===== src/hdl/kmer_invertible_hash_codec_assert.svh =====
// Assertion macros for the k-mer hash codec.
// Expects clk and arst_n in the scope of the module that uses them.
`ifndef KMER_INVERTIBLE_HASH_CODEC_ASSERT_SVH
`define KMER_INVERTIBLE_HASH_CODEC_ASSERT_SVH

// Consequent checked in the same cycle as the antecedent.
`define KIHC_ASSERT_NOW(name, ante, cons, msg) \
	name: assert property (@(posedge clk) disable iff (!arst_n) (ante) |-> (cons)) \
		else $error(msg);

// Consequent checked in the cycle after the antecedent.
`define KIHC_ASSERT_NEXT(name, ante, cons, msg) \
	name: assert property (@(posedge clk) disable iff (!arst_n) (ante) |=> (cons)) \
		else $error(msg);

`endif


===== src/hdl/kihc_pkg.sv =====
// Types, constants and microprogram for the k-mer invertible hash codec.
// No dependencies.
`default_nettype none

package kihc_pkg;

	localparam int unsigned MAX_K = 32;

	localparam logic [63:0] INV21  = 64'd14933078535860113213;
	localparam logic [63:0] INV265 = 64'd15244667743933553977;

	localparam logic [5:0] KMER_LENGTH_RESET = 6'd31;

	localparam logic [7:0] CHAR_A = 8'h41;
	localparam logic [7:0] CHAR_C = 8'h43;
	localparam logic [7:0] CHAR_T = 8'h54;
	localparam logic [7:0] CHAR_G = 8'h47;

	localparam logic CMD_HASH   = 1'b0;
	localparam logic CMD_DECODE = 1'b1;

	localparam logic KIND_HASH = 1'b0;
	localparam logic KIND_CHAR = 1'b1;

	typedef struct packed {
		logic        command;
		logic [7:0]  symbol;
		logic        end_of_kmer;
		logic [63:0] hash_in;
	} item_t;

	typedef struct packed {
		logic        kind;
		logic [63:0] hash_out;
		logic [7:0]  char_out;
		logic        bad_symbol;
		logic        final_res;
	} result_t;

	// Operand selects of the shared unit
	localparam logic [1:0] X_V  = 2'd0;
	localparam logic [1:0] X_T  = 2'd1;
	localparam logic [1:0] X_NV = 2'd2;
	localparam logic [1:0] X_P  = 2'd3;

	localparam logic [2:0] Y_V    = 3'd0;
	localparam logic [2:0] Y_T    = 3'd1;
	localparam logic [2:0] Y_NV   = 3'd2;
	localparam logic [2:0] Y_P    = 3'd3;
	localparam logic [2:0] Y_ZERO = 3'd4;

	localparam logic [1:0] FN_ADD = 2'd0;
	localparam logic [1:0] FN_SUB = 2'd1;
	localparam logic [1:0] FN_XOR = 2'd2;

	localparam logic [1:0] D_NONE = 2'd0;
	localparam logic [1:0] D_V    = 2'd1;
	localparam logic [1:0] D_T    = 2'd2;

	localparam logic C_INV21  = 1'b0;
	localparam logic C_INV265 = 1'b1;

	localparam logic [4:0] UC_FWD_START = 5'd0;
	localparam logic [4:0] UC_INV_START = 5'd9;
	localparam logic [4:0] UC_LAST      = 5'd29;

	typedef struct packed {
		logic [1:0] xsel;
		logic [2:0] ysel;
		logic       shl;
		logic [5:0] shamt;
		logic [1:0] fn;
		logic       inv;
		logic       msk;
		logic [1:0] dst;
		logic       mul_en;
		logic       mul_vhi;
		logic       mul_chi;
		logic       mul_csel;
		logic       last;
	} uop_t;

	function automatic uop_t alu_op(logic [1:0] xsel, logic [2:0] ysel, logic shl,
			logic [5:0] shamt, logic [1:0] fn, logic inv, logic msk, logic [1:0] dst,
			logic last);
		uop_t u;
		u          = '0;
		u.xsel     = xsel;
		u.ysel     = ysel;
		u.shl      = shl;
		u.shamt    = shamt;
		u.fn       = fn;
		u.inv      = inv;
		u.msk      = msk;
		u.dst      = dst;
		u.last     = last;
		return u;
	endfunction

	// Four-step constant multiply, mod 2^64, from 32x32 partial products.
	// step 0: p = vL*cL; 1: t = p, p = vL*cH; 2: t += p<<32, p = vH*cL; 3: v = t + p<<32
	function automatic uop_t mul_op(logic [1:0] step, logic csel);
		uop_t u;
		u          = '0;
		u.mul_csel = csel;
		unique case (step)
			2'd0: begin
				u.mul_en = 1'b1;
			end
			2'd1: begin
				u.xsel    = X_P;
				u.ysel    = Y_ZERO;
				u.fn      = FN_ADD;
				u.dst     = D_T;
				u.mul_en  = 1'b1;
				u.mul_chi = 1'b1;
			end
			2'd2: begin
				u.xsel    = X_T;
				u.ysel    = Y_P;
				u.shl     = 1'b1;
				u.shamt   = 6'd32;
				u.fn      = FN_ADD;
				u.dst     = D_T;
				u.mul_en  = 1'b1;
				u.mul_vhi = 1'b1;
			end
			default: begin
				u.xsel  = X_T;
				u.ysel  = Y_P;
				u.shl   = 1'b1;
				u.shamt = 6'd32;
				u.fn    = FN_ADD;
				u.msk   = 1'b1;
				u.dst   = D_V;
			end
		endcase
		return u;
	endfunction

	// Forward hash at 0..8, inverse hash at 9..29.
	function automatic uop_t ucode(logic [4:0] pc);
		uop_t u;
		unique case (pc)
			5'd0:  u = alu_op(X_NV, Y_V, 1'b1, 6'd21, FN_ADD, 1'b0, 1'b1, D_V, 1'b0);
			5'd1:  u = alu_op(X_V,  Y_V, 1'b0, 6'd24, FN_XOR, 1'b0, 1'b0, D_V, 1'b0);
			5'd2:  u = alu_op(X_V,  Y_V, 1'b1, 6'd3,  FN_ADD, 1'b0, 1'b0, D_T, 1'b0);
			5'd3:  u = alu_op(X_T,  Y_V, 1'b1, 6'd8,  FN_ADD, 1'b0, 1'b1, D_V, 1'b0);
			5'd4:  u = alu_op(X_V,  Y_V, 1'b0, 6'd14, FN_XOR, 1'b0, 1'b0, D_V, 1'b0);
			5'd5:  u = alu_op(X_V,  Y_V, 1'b1, 6'd2,  FN_ADD, 1'b0, 1'b0, D_T, 1'b0);
			5'd6:  u = alu_op(X_T,  Y_V, 1'b1, 6'd4,  FN_ADD, 1'b0, 1'b1, D_V, 1'b0);
			5'd7:  u = alu_op(X_V,  Y_V, 1'b0, 6'd28, FN_XOR, 1'b0, 1'b0, D_V, 1'b0);
			5'd8:  u = alu_op(X_V,  Y_V, 1'b1, 6'd31, FN_ADD, 1'b0, 1'b1, D_V, 1'b1);
			5'd9:  u = alu_op(X_V,  Y_V, 1'b1, 6'd31, FN_SUB, 1'b0, 1'b0, D_T, 1'b0);
			5'd10: u = alu_op(X_V,  Y_T, 1'b1, 6'd31, FN_SUB, 1'b0, 1'b1, D_V, 1'b0);
			5'd11: u = alu_op(X_V,  Y_V, 1'b0, 6'd28, FN_XOR, 1'b0, 1'b0, D_T, 1'b0);
			5'd12: u = alu_op(X_V,  Y_T, 1'b0, 6'd28, FN_XOR, 1'b0, 1'b0, D_V, 1'b0);
			5'd13: u = mul_op(2'd0, C_INV21);
			5'd14: u = mul_op(2'd1, C_INV21);
			5'd15: u = mul_op(2'd2, C_INV21);
			5'd16: u = mul_op(2'd3, C_INV21);
			5'd17: u = alu_op(X_V,  Y_V, 1'b0, 6'd14, FN_XOR, 1'b0, 1'b0, D_T, 1'b0);
			5'd18: u = alu_op(X_V,  Y_T, 1'b0, 6'd14, FN_XOR, 1'b0, 1'b0, D_T, 1'b0);
			5'd19: u = alu_op(X_V,  Y_T, 1'b0, 6'd14, FN_XOR, 1'b0, 1'b0, D_T, 1'b0);
			5'd20: u = alu_op(X_V,  Y_T, 1'b0, 6'd14, FN_XOR, 1'b0, 1'b0, D_V, 1'b0);
			5'd21: u = mul_op(2'd0, C_INV265);
			5'd22: u = mul_op(2'd1, C_INV265);
			5'd23: u = mul_op(2'd2, C_INV265);
			5'd24: u = mul_op(2'd3, C_INV265);
			5'd25: u = alu_op(X_V,  Y_V, 1'b0, 6'd24, FN_XOR, 1'b0, 1'b0, D_T, 1'b0);
			5'd26: u = alu_op(X_V,  Y_T, 1'b0, 6'd24, FN_XOR, 1'b0, 1'b0, D_V, 1'b0);
			5'd27: u = alu_op(X_V,  Y_NV, 1'b1, 6'd21, FN_SUB, 1'b1, 1'b0, D_T, 1'b0);
			5'd28: u = alu_op(X_V,  Y_T, 1'b1, 6'd21, FN_SUB, 1'b1, 1'b0, D_T, 1'b0);
			5'd29: u = alu_op(X_V,  Y_T, 1'b1, 6'd21, FN_SUB, 1'b1, 1'b1, D_V, 1'b1);
			default: u = '0;
		endcase
		return u;
	endfunction

	function automatic logic [7:0] letter(logic [1:0] code);
		logic [7:0] c;
		unique case (code)
			2'd0: c = CHAR_A;
			2'd1: c = CHAR_C;
			2'd2: c = CHAR_T;
			default: c = CHAR_G;
		endcase
		return c;
	endfunction

endpackage

`default_nettype wire


===== src/hdl/kmer_invertible_hash_codec.sv =====
// K-mer invertible hash codec: packs nucleotides, hashes on the last one,
// and inverts hash values back to k characters. Uses kihc_pkg and the assert macros.
//
//   channel  | direction | handshake             | payload
//   ---------+-----------+-----------------------+---------------------
//   item     | in        | item_valid/item_stall | item_t   (item)
//   result   | out       | result_valid/stall    | result_t (result)
//   cfg      | in        | cfg_valid/cfg_ready   | kmer_length (cfg_data)
//
// A character not marked last is packed into the accumulator when accepted. A marked
// last character is packed, then the forward program runs on the shared adder/shifter
// before the hash result is offered. A decode item runs the inverse program (two
// constant multiplies of four steps on one 32x32 multiplier), then emits k characters.
// Reset: asynchronous, clears the accumulator, error flag and kmer_length to 31.
// A stalled result holds; the sequencer waits in its emit state meanwhile.
`default_nettype none

`include "kmer_invertible_hash_codec_assert.svh"

module kmer_invertible_hash_codec
	import kihc_pkg::*;
(
	input  wire logic    clk,
	input  wire logic    arst_n,
	input  wire logic    cfg_valid,
	output logic         cfg_ready,
	input  wire logic [5:0] cfg_data,
	input  wire logic    item_valid,
	output logic         item_stall,
	input  wire item_t   item,
	output logic         result_valid,
	input  wire logic    result_stall,
	output result_t      result
);

	localparam logic [1:0] S_IDLE = 2'd0;
	localparam logic [1:0] S_RUN  = 2'd1;
	localparam logic [1:0] S_EMIT = 2'd2;

	logic [1:0]  state_q;
	logic [4:0]  pc_q;
	logic [4:0]  cnt_q;
	logic        dec_q;
	logic        err_out_q;
	logic [5:0]  kmer_length_q;
	logic [63:0] packed_q;
	logic        error_seen_q;
	logic [63:0] v_q;
	logic [63:0] t_q;
	logic [63:0] prod_q;
	logic        rvalid_q;
	result_t     result_q;

	logic [5:0]  k_eff;
	logic [5:0]  k_m1;
	logic [6:0]  mask_bits;
	logic [63:0] mask;
	logic        accept;
	logic        slot_free;
	logic        sym_ok;
	logic [1:0]  sym_code;
	logic [63:0] packed_next;
	logic        error_next;
	uop_t        uop;
	logic [63:0] x_val;
	logic [63:0] y_src;
	logic [63:0] y_val;
	logic [63:0] alu_raw;
	logic [63:0] alu_res;
	logic [31:0] mul_a;
	logic [63:0] mul_const;
	logic [31:0] mul_c;
	logic [63:0] prod_d;
	logic [1:0]  dec_code;
	logic        emit_last;

	assign cfg_ready    = 1'b1;
	assign item_stall   = (state_q != S_IDLE);
	assign accept       = item_valid && !item_stall;
	assign result_valid = rvalid_q;
	assign result       = result_q;
	assign slot_free    = !rvalid_q || !result_stall;

	// Clamp k to 1..MAX_K; mask covers the low 2k bits
	always_comb begin
		priority if (kmer_length_q == 6'd0) begin
			k_eff = 6'd1;
		end else if (kmer_length_q > 6'(MAX_K)) begin
			k_eff = 6'(MAX_K);
		end else begin
			k_eff = kmer_length_q;
		end
	end
	assign k_m1      = k_eff - 6'd1;
	assign mask_bits = {k_eff, 1'b0};
	assign mask      = {64{1'b1}} >> (7'd64 - mask_bits);

	always_comb begin
		sym_ok   = 1'b1;
		sym_code = 2'd0;
		unique case (item.symbol)
			CHAR_A: sym_code = 2'd0;
			CHAR_C: sym_code = 2'd1;
			CHAR_T: sym_code = 2'd2;
			CHAR_G: sym_code = 2'd3;
			default: sym_ok = 1'b0;
		endcase
	end
	assign packed_next = sym_ok ? {packed_q[61:0], sym_code} : packed_q;
	assign error_next  = error_seen_q || !sym_ok;

	// Shared unit: one add/sub/xor over a selected operand and a shifted one, optionally inverted and masked
	assign uop = ucode(pc_q);

	always_comb begin
		unique case (uop.xsel)
			X_V:     x_val = v_q;
			X_T:     x_val = t_q;
			X_NV:    x_val = ~v_q;
			default: x_val = prod_q;
		endcase
		unique case (uop.ysel)
			Y_V:     y_src = v_q;
			Y_T:     y_src = t_q;
			Y_NV:    y_src = ~v_q;
			Y_P:     y_src = prod_q;
			default: y_src = 64'd0;
		endcase
		y_val = uop.shl ? (y_src << uop.shamt) : (y_src >> uop.shamt);
		unique case (uop.fn)
			FN_ADD:  alu_raw = x_val + y_val;
			FN_SUB:  alu_raw = x_val - y_val;
			default: alu_raw = x_val ^ y_val;
		endcase
		alu_res = uop.inv ? ~alu_raw : alu_raw;
		if (uop.msk) begin
			alu_res = alu_res & mask;
		end
	end

	assign mul_const = (uop.mul_csel == C_INV265) ? INV265 : INV21;
	assign mul_a     = uop.mul_vhi ? v_q[63:32] : v_q[31:0];
	assign mul_c     = uop.mul_chi ? mul_const[63:32] : mul_const[31:0];
	assign prod_d    = mul_a * mul_c;

	assign dec_code  = v_q[{cnt_q, 1'b0} +: 2];
	assign emit_last = !dec_q || (cnt_q == 5'd0);

	always_ff @(posedge clk or negedge arst_n) begin
		if (!arst_n) begin
			state_q       <= S_IDLE;
			pc_q          <= UC_FWD_START;
			cnt_q         <= 5'd0;
			dec_q         <= 1'b0;
			err_out_q     <= 1'b0;
			kmer_length_q <= KMER_LENGTH_RESET;
			packed_q      <= 64'd0;
			error_seen_q  <= 1'b0;
			rvalid_q      <= 1'b0;
		end else begin
			if (cfg_valid && cfg_ready) begin
				kmer_length_q <= cfg_data;
			end
			if (state_q == S_EMIT && slot_free) begin
				rvalid_q <= 1'b1;
			end else if (!result_stall) begin
				rvalid_q <= 1'b0;
			end
			unique case (state_q)
				S_IDLE: begin
					if (accept) begin
						if (item.command == CMD_DECODE) begin
							dec_q   <= 1'b1;
							pc_q    <= UC_INV_START;
							state_q <= S_RUN;
						end else if (item.end_of_kmer) begin
							// hash the updated value; clear for the next k-mer
							dec_q        <= 1'b0;
							err_out_q    <= error_next;
							packed_q     <= 64'd0;
							error_seen_q <= 1'b0;
							pc_q         <= UC_FWD_START;
							state_q      <= S_RUN;
						end else begin
							packed_q     <= packed_next;
							error_seen_q <= error_next;
						end
					end
				end
				S_RUN: begin
					pc_q <= pc_q + 5'd1;
					if (uop.last) begin
						cnt_q   <= k_m1[4:0];
						state_q <= S_EMIT;
					end
				end
				S_EMIT: begin
					if (slot_free) begin
						if (emit_last) begin
							state_q <= S_IDLE;
						end else begin
							cnt_q <= cnt_q - 5'd1;
						end
					end
				end
				default: begin
					state_q <= S_IDLE;
				end
			endcase
		end
	end

	// Datapath registers: no reset
	always_ff @(posedge clk) begin
		if (accept) begin
			v_q <= (item.command == CMD_DECODE) ? item.hash_in : packed_next;
		end else if (state_q == S_RUN) begin
			if (uop.dst == D_V) begin
				v_q <= alu_res;
			end
			if (uop.dst == D_T) begin
				t_q <= alu_res;
			end
			if (uop.mul_en) begin
				prod_q <= prod_d;
			end
		end
		if (state_q == S_EMIT && slot_free) begin
			result_q.kind       <= dec_q ? KIND_CHAR : KIND_HASH;
			result_q.hash_out   <= dec_q ? 64'd0 : v_q;
			result_q.char_out   <= dec_q ? letter(dec_code) : 8'd0;
			result_q.bad_symbol <= dec_q ? 1'b0 : err_out_q;
			result_q.final_res  <= emit_last;
		end
	end

	`KIHC_ASSERT_NOW(a_pc_in_program, state_q == S_RUN, pc_q <= UC_LAST,
		"microprogram counter ran past the program")
	`KIHC_ASSERT_NOW(a_char_is_base,
		result_valid && result.kind == KIND_CHAR,
		result.char_out == CHAR_A || result.char_out == CHAR_C ||
		result.char_out == CHAR_T || result.char_out == CHAR_G,
		"decoded character is not a nucleotide")
	`KIHC_ASSERT_NOW(a_hash_masked,
		result_valid && result.kind == KIND_HASH,
		(result.hash_out & ~mask) == 64'd0 && result.final_res,
		"hash result has bits above 2k or is not final")
	`KIHC_ASSERT_NEXT(a_decode_continues,
		state_q == S_EMIT && dec_q && slot_free && cnt_q != 5'd0,
		state_q == S_EMIT,
		"decode left emit before the last character")

endmodule

`default_nettype wire

===== config.mk =====
export PLATFORM = sky130hd
export DESIGN_NAME = kmer_invertible_hash_codec
export DESIGN_NICKNAME = d
export VERILOG_FILES = /design/src/hdl/kihc_pkg.sv /design/src/hdl/kmer_invertible_hash_codec.sv
export VERILOG_INCLUDE_DIRS = /design/src /design/src/hdl
export SDC_FILE = /design/constraint.sdc
export NUM_CORES = 2
export LEC_CHECK = 0
export ABC_CLOCK_PERIOD_IN_PS = 17100
export BUFFER_PORTS_ARGS = -buffer_cell sky130_fd_sc_hd__buf_4
export CORE_MARGIN = 10
export CORE_UTILIZATION = 47
export DETAILED_ROUTE_END_ITERATION = 6
export PLACE_DENSITY = 0.63
export REMOVE_ABC_BUFFERS = 1
export SKIP_LAST_GASP = 1
export SLEW_MARGIN = 20
export SYNTH_ARGS = -nofsm -noshare
export SYNTH_HDL_FRONTEND = slang
export SYNTH_SLANG_ARGS = --single-unit

===== constraint.sdc =====
create_clock -name clk -period 17.1 [get_ports clk]
set_clock_uncertainty 0.2 [all_clocks]
set_input_delay 0.855 -clock clk [delete_from_list [all_inputs] [get_ports clk]]
set_output_delay 0.855 -clock clk [all_outputs]
set_load 0.05 [all_outputs]

==> impl_metrics.env <==
export IMPL_status="finished, violations left"
export IMPL_violations="DRC"
export IMPL_yosys_top_cells_area="fa_1, edfxtp_1, ha_1"
export IMPL_slew_violations=0
export IMPL_finalWirelength_um=357000
export IMPL_cap_violations=0
export IMPL_ys_warn_count=0
export IMPL_dr_pass1_iters=7
export IMPL_grt_max_degree=113
export IMPL_critPathKind="reg2reg"
export IMPL_numCtsBuffers=47
export IMPL_ant_nets=0
export IMPL_die_x_um=396
export IMPL_max_freq_ghz=0.0776
export IMPL_cp_end_kind="flop"
export IMPL_cp_arrival_ns=13.15
export IMPL_drive_above_1_share_pct=11.9
export IMPL_globalRouteOverflowTotal=0
export IMPL_die_area_mm2=0.156
export IMPL_wl_per_cell_um=37.8
export IMPL_cts_setup_buffers=0
export IMPL_ios=163
export IMPL_finalSetupTns_ns=0
export IMPL_critPathLaunchType="flop"
export IMPL_maxSlewHeadroom_pct=13.4
export IMPL_via_per_inst=6.72
export IMPL_drt_iter0_drc=9095
export IMPL_path_clk_slew_ns=0.06
export IMPL_syn_avg_cell_area_um2=8.92
export IMPL_clock_path_buffers=3
export IMPL_yosysMostFrequentCell="inv_1"
export IMPL_area_delta_synth_final_pct=9.14
export IMPL_hold_path_class="in2reg"
export IMPL_postCtsResizedCells=0
export IMPL_initial_utilization_pct=47.4
export IMPL_slowest_delay_ns=0.55
export IMPL_final_hold_violation_count=0
export IMPL_ys_seq_area_share_pct=15.2
export IMPL_antenna_found_initial=24
export IMPL_vias=63600
export IMPL_gp_congestion=1.17
export IMPL_ys_dominant_reg_cell="edfxtp_1"
export IMPL_grt_pass1_vias=63200
export IMPL_clkLatencyLatePin_ns=0.68
export IMPL_cts_root_buf="clkbuf_16"
export IMPL_synth_seq_cells=350
export IMPL_cts_max_level=2
export IMPL_die_h_um=396
export IMPL_finalNetCount=8853
export IMPL_synth_top_area_share_pct=25.9
export IMPL_syn_area_mm2=0.0663
export IMPL_crit_required_ns=17.36
export IMPL_grt_pass1_wl_um=494000
export IMPL_async_reset_ff_share_pct=24.6
export IMPL_cts_tree="done"
export IMPL_synth_edff_count=264
export IMPL_tightest_slew_ns=1.29
export IMPL_cts_sinks=350
export IMPL_fin_crit_ns=12.89
export IMPL_place_hpwl_um=283000
export IMPL_slowest_stage="fa_1"
export IMPL_setup_violations=0
export IMPL_core_region_area_mm2=0.140
export IMPL_synthCells=7430
export IMPL_synth_common_cells="inv_1, fa_1, nor2_1"
export IMPL_grt_use_total_pct=44.3
export IMPL_yosysUniqueCellTypes=114
export IMPL_path_common_cell="fa_1"
export IMPL_fin_crit_sh_pct=75.4
export IMPL_portBuffers=158
export IMPL_row_count=137
export IMPL_worst_path_max_fanout=44
export IMPL_route_detailed_drc=1
export IMPL_synth_largest_area_cell="fa_1"
export IMPL_rsz0062_at_grt="false"
[flip-flops by register name (all words and copies together) (netlist names), 2 cells and up]
register and flops:
cnt_q 5, kmer_length_q 6, packed_q 64, pc_q 5, prod_q 64, result 72, state_q 2, t_q 64
v_q 64
[layer usage]
layer / routed length [um] / vias to the layer above / global-route usage [%]
met2: 152000 / 4832 / 66.1
met3: 41600 / 1511 / 12.3
li1: - / 25700 / -
met5: 57 / - / 0
met4: 36800 / 8 / 35.3
met1: 127000 / 31600 / 53.5
[path summary, 6_finish.rpt]
check	from	endpoint	slack [ns]	cells after the start
worst max-delay path	pc_q[3]$_DFFE_PN0P_	prod_q[61]$_DFFE_PP_	4.21	41
worst min-delay path	cfg_data[0]	kmer_length_q[0]$_DFFE_PN1P_	0.25	2
worst max register to register	pc_q[3]$_DFFE_PN0P_	prod_q[61]$_DFFE_PP_	4.21	41
worst min register to register	packed_q[62]$_DFFE_PN0P_	packed_q[62]$_DFFE_PN0P_	0.31	1
max in group asynchronous	arst_n	packed_q[3]$_DFFE_PN0P_	15.14	4
min in group asynchronous	arst_n	packed_q[60]$_DFFE_PN0P_	0.48	2
[stage by stage]
stage	instances	cell area, um2	util (%)	setup WS, ns	hold WS (ns)
after global placement	9352	70500	50.4	4.45	0.278
after detailed placement	9352	70600	50.4	4.44	0.286
after floorplan	7028	64300	-	2.29	0.257
after global routing	9445	72300	51.7	3.70	0.245
after CTS	9441	72200	51.6	4.41	0.225
final	9457	72300	51.7	4.21	0.245
[critical path: cells and delay by family (launching register included)]
kind	cells	cell delay, ns
AOI/OAI and AO/OA	12	3.32
adders and majority gates	10	4.54
buffers and inverters	10	2.20
DFF	1	0.32
and+or+nand+nor	9	2.00
[area by class of cell]
class,count,area [um2]
diodes,13,32.5
clock buffers,61,1310
clock inverters,27,318
fillers,13300,67500
inverters,1027,3850
multi-input cells,5651,50900
flip-flops and latches,350,10100
well taps,1876,2350
repair buffers,452,3480
[cell usage in the layout (no fill, tap or decap), types with 19 or more instances in the layout]
cell type / instances
o22ai_2: 32
buf_4: 443
dfrtp_1: 80
o21a_1: 21
o21ai_0: 293
nor2_1: 590
a22oi_1: 105
xor2_1: 203
or3_1: 21
ha_1: 379
o31ai_1: 45
o211ai_1: 66
and3_1: 23
o221ai_1: 66
fa_1: 859
mux2i_1: 206
nor4_1: 30
and2_1: 58
inv_1: 1022
a21oi_1: 419
a21o_1: 96
nor2b_1: 94
o22ai_1: 189
nand2_1: 575
xor2_2: 21
nand3_1: 87
or2_2: 21
nor3_2: 19
xnor2_1: 225
a211oi_1: 60
edfxtp_1: 264
clkbuf_16: 49
a221oi_1: 33
nor3_1: 127
nand2b_1: 120
mux2_2: 103
nand4_1: 36
mux4_2: 24
a31oi_1: 38
[cell families after synthesis]
kind of cell,after synthesis,share of synthesized area (%)
buf+inv,1431,8.86
flops,350,15.2
mux,341,5.84
fa+ha+maj,1240,33.1
simple gates,1887,13.3
compound gates,1730,17.5
other cells,2,0.0113
xor+xnor,449,6.17
[timing repair]
item	CTS	global route
endpoints found under the setup margin	0	0
endpoints found under the hold margin	18	0
hold buffers	1	0
Power is left out: the tool's default activity adds up to more than one toggle a clock period on the data nets, which glitch-free logic cannot reach.
